`src/hmf_pkg.sv`:
```
`timescale 1ns / 1ps
`default_nettype none

package hmf_pkg;

    localparam int unsigned LENGTH_WIDTH_DEF = 32;
    localparam int unsigned PREFIX_LEN_DEF   = 16;

    localparam int unsigned BYTE_W    = 8;
    localparam int unsigned POS_W     = 5;
    localparam int unsigned OUT_LEN_W = 32;

    localparam logic [BYTE_W-1:0] CHAR_CR    = 8'h0D;
    localparam logic [BYTE_W-1:0] CHAR_LF    = 8'h0A;
    localparam logic [BYTE_W-1:0] CHAR_ZERO  = 8'h30;
    localparam logic [BYTE_W-1:0] CHAR_NINE  = 8'h39;
    localparam logic [BYTE_W-1:0] CHAR_SPACE = 8'h20;
    localparam logic [POS_W-1:0]  POS_MAX    = 5'd31;

    typedef enum logic [1:0] {
        KIND_HEADER   = 2'd0,
        KIND_LINE_END = 2'd1,
        KIND_HDR_END  = 2'd2,
        KIND_BODY     = 2'd3
    } t_kind;

    typedef struct packed {
        logic [BYTE_W-1:0]    out_byte;
        t_kind                byte_kind;
        logic                 message_end;
        logic [OUT_LEN_W-1:0] content_length;
        logic                 length_error;
    } t_result;

    typedef struct packed {
        logic in_body;
        logic length_zero;
    } t_core_status;

    // Characters of "Content-Length: ", padded with spaces.
    function automatic logic [BYTE_W-1:0] hmf_prefix_char(input logic [POS_W-1:0] idx);
        logic [BYTE_W-1:0] c;
        case (idx)
            5'd0:    c = 8'h43;
            5'd1:    c = 8'h6F;
            5'd2:    c = 8'h6E;
            5'd3:    c = 8'h74;
            5'd4:    c = 8'h65;
            5'd5:    c = 8'h6E;
            5'd6:    c = 8'h74;
            5'd7:    c = 8'h2D;
            5'd8:    c = 8'h4C;
            5'd9:    c = 8'h65;
            5'd10:   c = 8'h6E;
            5'd11:   c = 8'h67;
            5'd12:   c = 8'h74;
            5'd13:   c = 8'h68;
            5'd14:   c = 8'h3A;
            default: c = CHAR_SPACE;
        endcase
        return c;
    endfunction

endpackage

`default_nettype wire

```
`src/hmf_in_stage.sv`:
```
`timescale 1ns / 1ps
`default_nettype none

module hmf_in_stage
    import hmf_pkg::*;
(
    input  wire logic              i_clk,
    input  wire logic              i_rst_n,
    input  wire logic              i_s_tvalid,
    input  wire logic [BYTE_W-1:0] i_s_tdata,
    input  wire logic              i_advance,
    output logic                   o_s_tready,
    output logic                   o_valid,
    output logic [BYTE_W-1:0]      o_byte
);

    logic              r_valid;
    logic [BYTE_W-1:0] r_byte;

    assign o_s_tready = !r_valid || i_advance;
    assign o_valid    = r_valid;
    assign o_byte     = r_byte;

    always_ff @(posedge i_clk) begin
        if (!i_rst_n) begin
            r_valid <= 1'b0;
        end else if (o_s_tready) begin
            r_valid <= i_s_tvalid;
        end
    end

    always_ff @(posedge i_clk) begin
        if (o_s_tready && i_s_tvalid) begin
            r_byte <= i_s_tdata;
        end
    end

endmodule

`default_nettype wire

```
`src/hmf_core.sv`:
```
`timescale 1ns / 1ps
`default_nettype none

module hmf_core
    import hmf_pkg::*;
#(
    parameter int unsigned LENGTH_WIDTH = LENGTH_WIDTH_DEF,
    parameter int unsigned PREFIX_LEN   = PREFIX_LEN_DEF
) (
    input  wire logic              i_clk,
    input  wire logic              i_rst_n,
    input  wire logic              i_advance,
    input  wire logic [BYTE_W-1:0] i_byte,
    output t_result                o_result,
    output t_core_status           o_status
);

    localparam int unsigned LEN_EXT_W = LENGTH_WIDTH + 4;
    localparam int unsigned OUT_EXT_W =
        (LENGTH_WIDTH > OUT_LEN_W) ? LENGTH_WIDTH : OUT_LEN_W;
    localparam logic [POS_W-1:0] PREFIX_END = POS_W'(PREFIX_LEN);

    logic                    r_in_body;
    logic [POS_W-1:0]        r_line_pos;
    logic                    r_prefix_match;
    logic                    r_began_cr;
    logic [LENGTH_WIDTH-1:0] r_length;
    logic                    r_bad_length;

    logic                    n_in_body;
    logic [POS_W-1:0]        n_line_pos;
    logic                    n_prefix_match;
    logic                    n_began_cr;
    logic [LENGTH_WIDTH-1:0] n_length;
    logic                    n_bad_length;

    logic [LENGTH_WIDTH-1:0] upd_length;
    logic                    upd_bad;
    logic                    done;
    t_kind                   kind;
    logic                    is_digit;
    logic [BYTE_W-1:0]       digit_full;
    logic [LEN_EXT_W-1:0]    length_ext;
    logic [LEN_EXT_W-1:0]    product;
    logic [LENGTH_WIDTH-1:0] value_next;
    logic [OUT_EXT_W-1:0]    length_out;

    assign is_digit   = (i_byte >= CHAR_ZERO) && (i_byte <= CHAR_NINE);
    assign digit_full = i_byte - CHAR_ZERO;
    assign length_ext = LEN_EXT_W'(r_length);
    assign product    = (length_ext << 3) + (length_ext << 1) + LEN_EXT_W'(digit_full[3:0]);
    assign value_next = (product[LEN_EXT_W-1:LENGTH_WIDTH] != 4'd0) ?
                        {LENGTH_WIDTH{1'b1}} : product[LENGTH_WIDTH-1:0];

    always_comb begin
        n_in_body      = r_in_body;
        n_line_pos     = r_line_pos;
        n_prefix_match = r_prefix_match;
        n_began_cr     = r_began_cr;
        upd_length     = r_length;
        upd_bad        = r_bad_length;
        done           = 1'b0;
        kind           = KIND_HEADER;

        if (r_in_body) begin
            kind = KIND_BODY;
            if (r_length != '0) begin
                upd_length = r_length - 1'b1;
            end
            done = (upd_length == '0);
        end else if (i_byte == CHAR_LF) begin
            if (r_began_cr && (r_line_pos == 5'd1)) begin
                kind = KIND_HDR_END;
                if (r_length == '0) begin
                    done = 1'b1;
                end else begin
                    n_in_body = 1'b1;
                end
            end else begin
                kind = KIND_LINE_END;
            end
            n_line_pos     = '0;
            n_prefix_match = 1'b1;
            n_began_cr     = 1'b0;
        end else begin
            kind = KIND_HEADER;
            if ((r_line_pos == '0) && (i_byte == CHAR_CR)) begin
                n_began_cr = 1'b1;
            end
            if (r_line_pos < PREFIX_END) begin
                if (i_byte != hmf_prefix_char(r_line_pos)) begin
                    n_prefix_match = 1'b0;
                end
            end else if (r_prefix_match && (i_byte != CHAR_CR)) begin
                if (is_digit) begin
                    upd_length = value_next;
                end else begin
                    upd_bad = 1'b1;
                end
            end
            if (r_line_pos < POS_MAX) begin
                n_line_pos = r_line_pos + 1'b1;
            end
        end

        n_length     = upd_length;
        n_bad_length = upd_bad;
        if (done) begin
            n_in_body      = 1'b0;
            n_line_pos     = '0;
            n_prefix_match = 1'b1;
            n_began_cr     = 1'b0;
            n_length       = '0;
            n_bad_length   = 1'b0;
        end
    end

    always_ff @(posedge i_clk) begin
        if (!i_rst_n) begin
            r_in_body      <= 1'b0;
            r_line_pos     <= '0;
            r_prefix_match <= 1'b1;
            r_began_cr     <= 1'b0;
            r_length       <= '0;
            r_bad_length   <= 1'b0;
        end else if (i_advance) begin
            r_in_body      <= n_in_body;
            r_line_pos     <= n_line_pos;
            r_prefix_match <= n_prefix_match;
            r_began_cr     <= n_began_cr;
            r_length       <= n_length;
            r_bad_length   <= n_bad_length;
        end
    end

    assign length_out = OUT_EXT_W'(upd_length);

    always_comb begin
        o_result.out_byte       = i_byte;
        o_result.byte_kind      = kind;
        o_result.message_end    = done;
        o_result.content_length = length_out[OUT_LEN_W-1:0];
        o_result.length_error   = upd_bad;
    end

    assign o_status.in_body     = r_in_body;
    assign o_status.length_zero = (r_length == '0);

endmodule

`default_nettype wire

```
`src/hmf_out_stage.sv`:
```
`timescale 1ns / 1ps
`default_nettype none

module hmf_out_stage
    import hmf_pkg::*;
(
    input  wire logic    i_clk,
    input  wire logic    i_rst_n,
    input  wire logic    i_load,
    input  wire t_result i_result,
    input  wire logic    i_m_tready,
    output logic         o_can_load,
    output logic         o_valid,
    output t_result      o_result
);

    logic    r_valid;
    t_result r_result;

    assign o_can_load = !r_valid || i_m_tready;
    assign o_valid    = r_valid;
    assign o_result   = r_result;

    always_ff @(posedge i_clk) begin
        if (!i_rst_n) begin
            r_valid <= 1'b0;
        end else if (o_can_load) begin
            r_valid <= i_load;
        end
    end

    always_ff @(posedge i_clk) begin
        if (i_load) begin
            r_result <= i_result;
        end
    end

endmodule

`default_nettype wire

```
`src/http_message_framer_unit.sv`:
```
// Frames one HTTP/1 message from a byte stream using its Content-Length header. Each byte
// comes out again tagged as a header byte, a header line end, the end of the headers, or a
// body byte, together with the length parsed so far (a countdown of body bytes left once the
// body starts) and a sticky flag for a malformed length value; tlast marks the byte that
// completes the message, after which all framing state clears. The block takes one byte per
// cycle while the downstream side does not stall; each byte passes from the input register
// through the per-byte state update into the result register. A downstream stall holds both
// registers only while the result register is full.
`timescale 1ns / 1ps
`default_nettype none

module http_message_framer_unit
    import hmf_pkg::*;
#(
    parameter int unsigned LENGTH_WIDTH = LENGTH_WIDTH_DEF,
    parameter int unsigned PREFIX_LEN   = PREFIX_LEN_DEF
) (
    input  wire logic        i_clk,
    input  wire logic        i_rst_n,
    input  wire logic        i_s_tvalid,
    output logic             o_s_tready,
    input  wire logic [7:0]  i_s_tdata,   // [7:0] data_byte
    output logic             o_m_tvalid,
    input  wire logic        i_m_tready,
    output logic [47:0]      o_m_tdata,   // [7:0] out_byte, [39:8] content_length,
                                          // [40] length_error, [47:41] zero
    output logic [1:0]       o_m_tuser,   // [1:0] byte_kind
    output logic             o_m_tlast    // message_end
);

    logic              in_valid;
    logic [BYTE_W-1:0] in_byte;
    logic              can_load;
    logic              advance;
    t_result           core_result;
    t_result           out_result;
    t_core_status      core_status;

    assign advance = in_valid && can_load;

    hmf_in_stage u_in_stage (
        .i_clk      (i_clk),
        .i_rst_n    (i_rst_n),
        .i_s_tvalid (i_s_tvalid),
        .i_s_tdata  (i_s_tdata),
        .i_advance  (advance),
        .o_s_tready (o_s_tready),
        .o_valid    (in_valid),
        .o_byte     (in_byte)
    );

    hmf_core #(
        .LENGTH_WIDTH (LENGTH_WIDTH),
        .PREFIX_LEN   (PREFIX_LEN)
    ) u_core (
        .i_clk     (i_clk),
        .i_rst_n   (i_rst_n),
        .i_advance (advance),
        .i_byte    (in_byte),
        .o_result  (core_result),
        .o_status  (core_status)
    );

    hmf_out_stage u_out_stage (
        .i_clk      (i_clk),
        .i_rst_n    (i_rst_n),
        .i_load     (advance),
        .i_result   (core_result),
        .i_m_tready (i_m_tready),
        .o_can_load (can_load),
        .o_valid    (o_m_tvalid),
        .o_result   (out_result)
    );

    assign o_m_tdata = {7'd0, out_result.length_error, out_result.content_length,
                        out_result.out_byte};
    assign o_m_tuser = out_result.byte_kind;
    assign o_m_tlast = out_result.message_end;

`ifndef SYNTHESIS
    a_end_kind: assert property (@(posedge i_clk) disable iff (!i_rst_n)
        (o_m_tvalid && o_m_tlast) |-> (o_m_tuser == KIND_BODY || o_m_tuser == KIND_HDR_END))
        else $error("Message end on a header byte or line end.");

    a_body_has_length: assert property (@(posedge i_clk) disable iff (!i_rst_n)
        core_status.in_body |-> !core_status.length_zero)
        else $error("Body phase with no bytes left.");

    a_advance_loads: assert property (@(posedge i_clk) disable iff (!i_rst_n)
        advance |=> o_m_tvalid)
        else $error("Processed byte did not reach the result register.");
`endif

endmodule

`default_nettype wire
```
`config.mk`:
```
export PLATFORM = sky130hd
export DESIGN_NAME = http_message_framer_unit
export DESIGN_NICKNAME = d
export VERILOG_FILES = /design/src/hmf_pkg.sv /design/src/hmf_in_stage.sv /design/src/hmf_core.sv /design/src/hmf_out_stage.sv /design/src/http_message_framer_unit.sv
export SDC_FILE = /design/constraint.sdc
export NUM_CORES = 1
export LEC_CHECK = 0
export ABC_AREA = 1
export ABC_CLOCK_PERIOD_IN_PS = 4200
export BUFFER_PORTS_ARGS = -buffer_cell sky130_fd_sc_hd__buf_4
export CORE_UTILIZATION = 40
export CTS_CLUSTER_SIZE = 8
export DETAILED_ROUTE_END_ITERATION = 6
export GPL_TIMING_DRIVEN = 0
export SLEW_MARGIN = 20
export SYNTH_ARGS = -nofsm -noshare
export SYNTH_HDL_FRONTEND = slang
export SYNTH_SLANG_ARGS = --single-unit
```
`constraint.sdc`:
```
create_clock -name i_clk -period 4.2 [get_ports i_clk]
set_clock_uncertainty 0.2 [all_clocks]
set_input_delay 0.42 -clock i_clk [delete_from_list [all_inputs] [get_ports i_clk]]
set_output_delay 0.42 -clock i_clk [all_outputs]
set_load 0.01 [all_outputs]
```
==> reports/metrics.yaml <==
wl_per_cell_um: 17.2
setup_viol: 0
portBuffers: 57
numCtsBuffers: 9
synth_simple_gate_area_frac: 0.353
place_area_sq_um: 9410
p_per_area_nw_per_um2: 219
die_x_um: 149
hold_ws_ns: 0.0251
grt_max_degree: 39
cts_buffer_depth: 2
nets: 1468
synth_compound_area_frac: 0.130
cap_viol_max_count: 0
finalHoldViolations: 0
fmax_ghz: 0.242
p_leak_nw: 5.03
num_vias: 8818
required_ns: 4.07
yosysTopAreaCell: "nand2_1"
grt_pass1_vias: 8219
fin_crit_sh: 0.986
fin_area_sq_um: 9960
num_io_pins: 65
synth_fa_ha_area_frac: 0.109
core_sq_um: 21000
ys_ff_latch: 102
first_iter_violations: 782
clkSinkCount: 102
die_area_sq_um: 22100
postSynthCellCount: 1295
cp.arrival_ns: 4.01
insertion_delay_ns: 0.37
status: "completed"
final_cells: 1662
fin_util: 0.474
fill_cells: 2242
dr.pass1.iters: 5
viasPerCell: 5.31
antenna_cells: 0
antenna_found_initial: 0
gp_congestion: 0.968
clk_pin_slew_worst_paths_ns: 0.08
synth_area_sq_um: 8590
start_util: 0.409
synth_edf_count: 52
yosysTopAreaCellShare: 0.195
ctsHtreeMaxLevel: 3
reg2reg_slack_ns: 0.06
overflow: 0
drc: 0
path_class: "register to register"
drive_gt1_frac: 0.120
slew_violations: 0
grtUsageTotal: 0.263
die_h_um: 149
cts_tree: "yes"
hpwl_mm: 22.4
grt_pass1_wl_mm: 44.4
syn_area_per_cell_sq_um: 6.64
num_rows: 53
worstSetupStartpointType: "register"
timing.slew.headroom: 0.491
post-synth-top-count-cell: "nand2_1"
critPathCaptureType: "register"
fin_crit_ns: 4.14
clockRootBuffer: "clkbuf_16"
peakVddDrop_v: 0.000179
synth-seq-area-share: 0.298
synth_top_family_by_area: "simple AND/OR/NAND/NOR gates"
finalPower_w: 0.00218
synth_xor_area_frac: 0.0377
synthFlopType: "edfxtp_1"
routed_wl_mm: 28.6
yosysUniqueCellTypes: 49
async_flop_share: 0
yosysWarnings: 0
area_delta_synth_final_pct: 15.9
synthMuxAreaShare: 0
postRouteAntennaNets: 0
crit_fanout: 5
hold_class: "primary input to register"
synth_area_leaders: "nand2_1 (20%), edfxtp_1 (18%), dfxtp_1 (12%), ha_1 (10%), nor2_1 (6.2%)"
synth_commonest_cells: "nand2_1 (447), nor2_1 (143), a21oi_1 (103)"
dpl.cell_count: 1634
worst_pin_slew_ns: 0.763
[final timing paths]
kind | startpoint | to | depth (start not counted)
worst max-delay path | u_in_stage.o_byte[3] | u_out_stage.o_result[17] | 18
worst max register to register | u_in_stage.o_byte[3] | u_out_stage.o_result[17] | 18
worst min register to register | u_core.r_began_cr | u_core.r_began_cr | 2
worst min-delay path | i_s_tdata[6] | u_in_stage.o_byte[6] | 1
[power by group]
part	switching (W)	total (W)	internal [W]	leakage (nW)
clock network	0.000471	0.000901	0.000430	0.152
registers	0.0000172	0.00109	0.00108	0.913
logic	0.000114	0.000184	0.0000700	3.96
total	0.000602	0.00218	0.00158	5.03
[registers in the layout, summed over array words and instances (netlist names), named ones only]
name and cells:
u_core.r_prefix_match 1, u_in_stage.o_valid 1, u_core.r_began_cr 1, u_core.r_line_pos 5
u_in_stage.o_byte 8, u_core.r_length 32, u_core.r_bad_length 1, u_out_stage.o_valid 1
u_out_stage.o_result 44, u_core.r_in_body 1
[cell usage in the layout, fill, tap and decap left out, types with 3 or more instances in the layout]
master	n
clkbuf_1	20
edfxtp_1	52
o21ai_1	18
a21oi_4	3
a21oi_1	101
buf_6	4
inv_1	101
xnor2_1	17
nand3_2	5
nor2_1	137
dfxtp_1	44
nor3_1	12
o21ai_0	54
clkbuf_16	10
clkinv_8	3
xor2_1	20
dfxtp_2	6
o21bai_1	6
nand3_1	72
conb_1	7
ha_1	70
nor2_2	12
nand4_1	19
nor4_1	3
a21boi_0	3
nand2_1	443
nor2_4	6
inv_2	6
nand2_2	12
o211ai_1	4
a21o_1	4
buf_4	75
[worst max-delay path, stage by stage, from the launching register on]
cell and delay, ns:
edfxtp_1 0.50, fa_2 0.53, fa_2 0.42, nand3_1 0.11
nand3_2 0.12, nand3_1 0.11, nand2_2 0.12, nand3_1 0.11
nand2_2 0.11, nand3_1 0.09, nand3_1 0.11, xor2_1 0.17
nor2_2 0.22, nand2_4 0.13, nor2_4 0.29, buf_8 0.18
nand2_1 0.11, nand2_1 0.11, a21boi_0 0.12
[cell families after synthesis]
family          count (synthesis)
buf+inv                       147
other cells                     1
xor+xnor                       37
fa+ha+maj                      74
flops                         102
simple gates                  729
compound gates                205
[cell type report]
class | instances | area, sq um | area share
tap | 275 | 344 | 0.0346
buffer | 37 | 209 | 0.0210
clock buffer | 9 | 225 | 0.0226
inverter | 110 | 415 | 0.0417
sequential | 102 | 2570 | 0.258
clock inverter | 7 | 88.8 | 0.00892
multi-input combinational | 1052 | 5550 | 0.557
timing repair buffer | 70 | 559 | 0.0562
[layer usage]
layer  GRT usage  vias up  share of wire
met5           0        -              0
met2       0.402      295           0.44
met1       0.368     4033           0.47
met3      0.0503       50          0.068
met4      0.0928        0          0.024
li1            -     4440              -
[per-stage QoR]
stage	setup WS [ns]	setup TNS, ns
final	0.0595	0
after global placement	-0.814	-31.63
after global routing	-0.00709	-0.00709
after floorplan	0.690	0
after CTS	-0.00337	-0.00337
after detailed placement	-0.826	-30.97
[timing repair]
action,in CTS,in global routing
setup endpoints to repair,62,62
gates cloned,0,1
resized for setup,17,22
pin swaps,4,5
hold buffers,0,0
setup buffers,4,7
(Power assumes the default switching activity.)
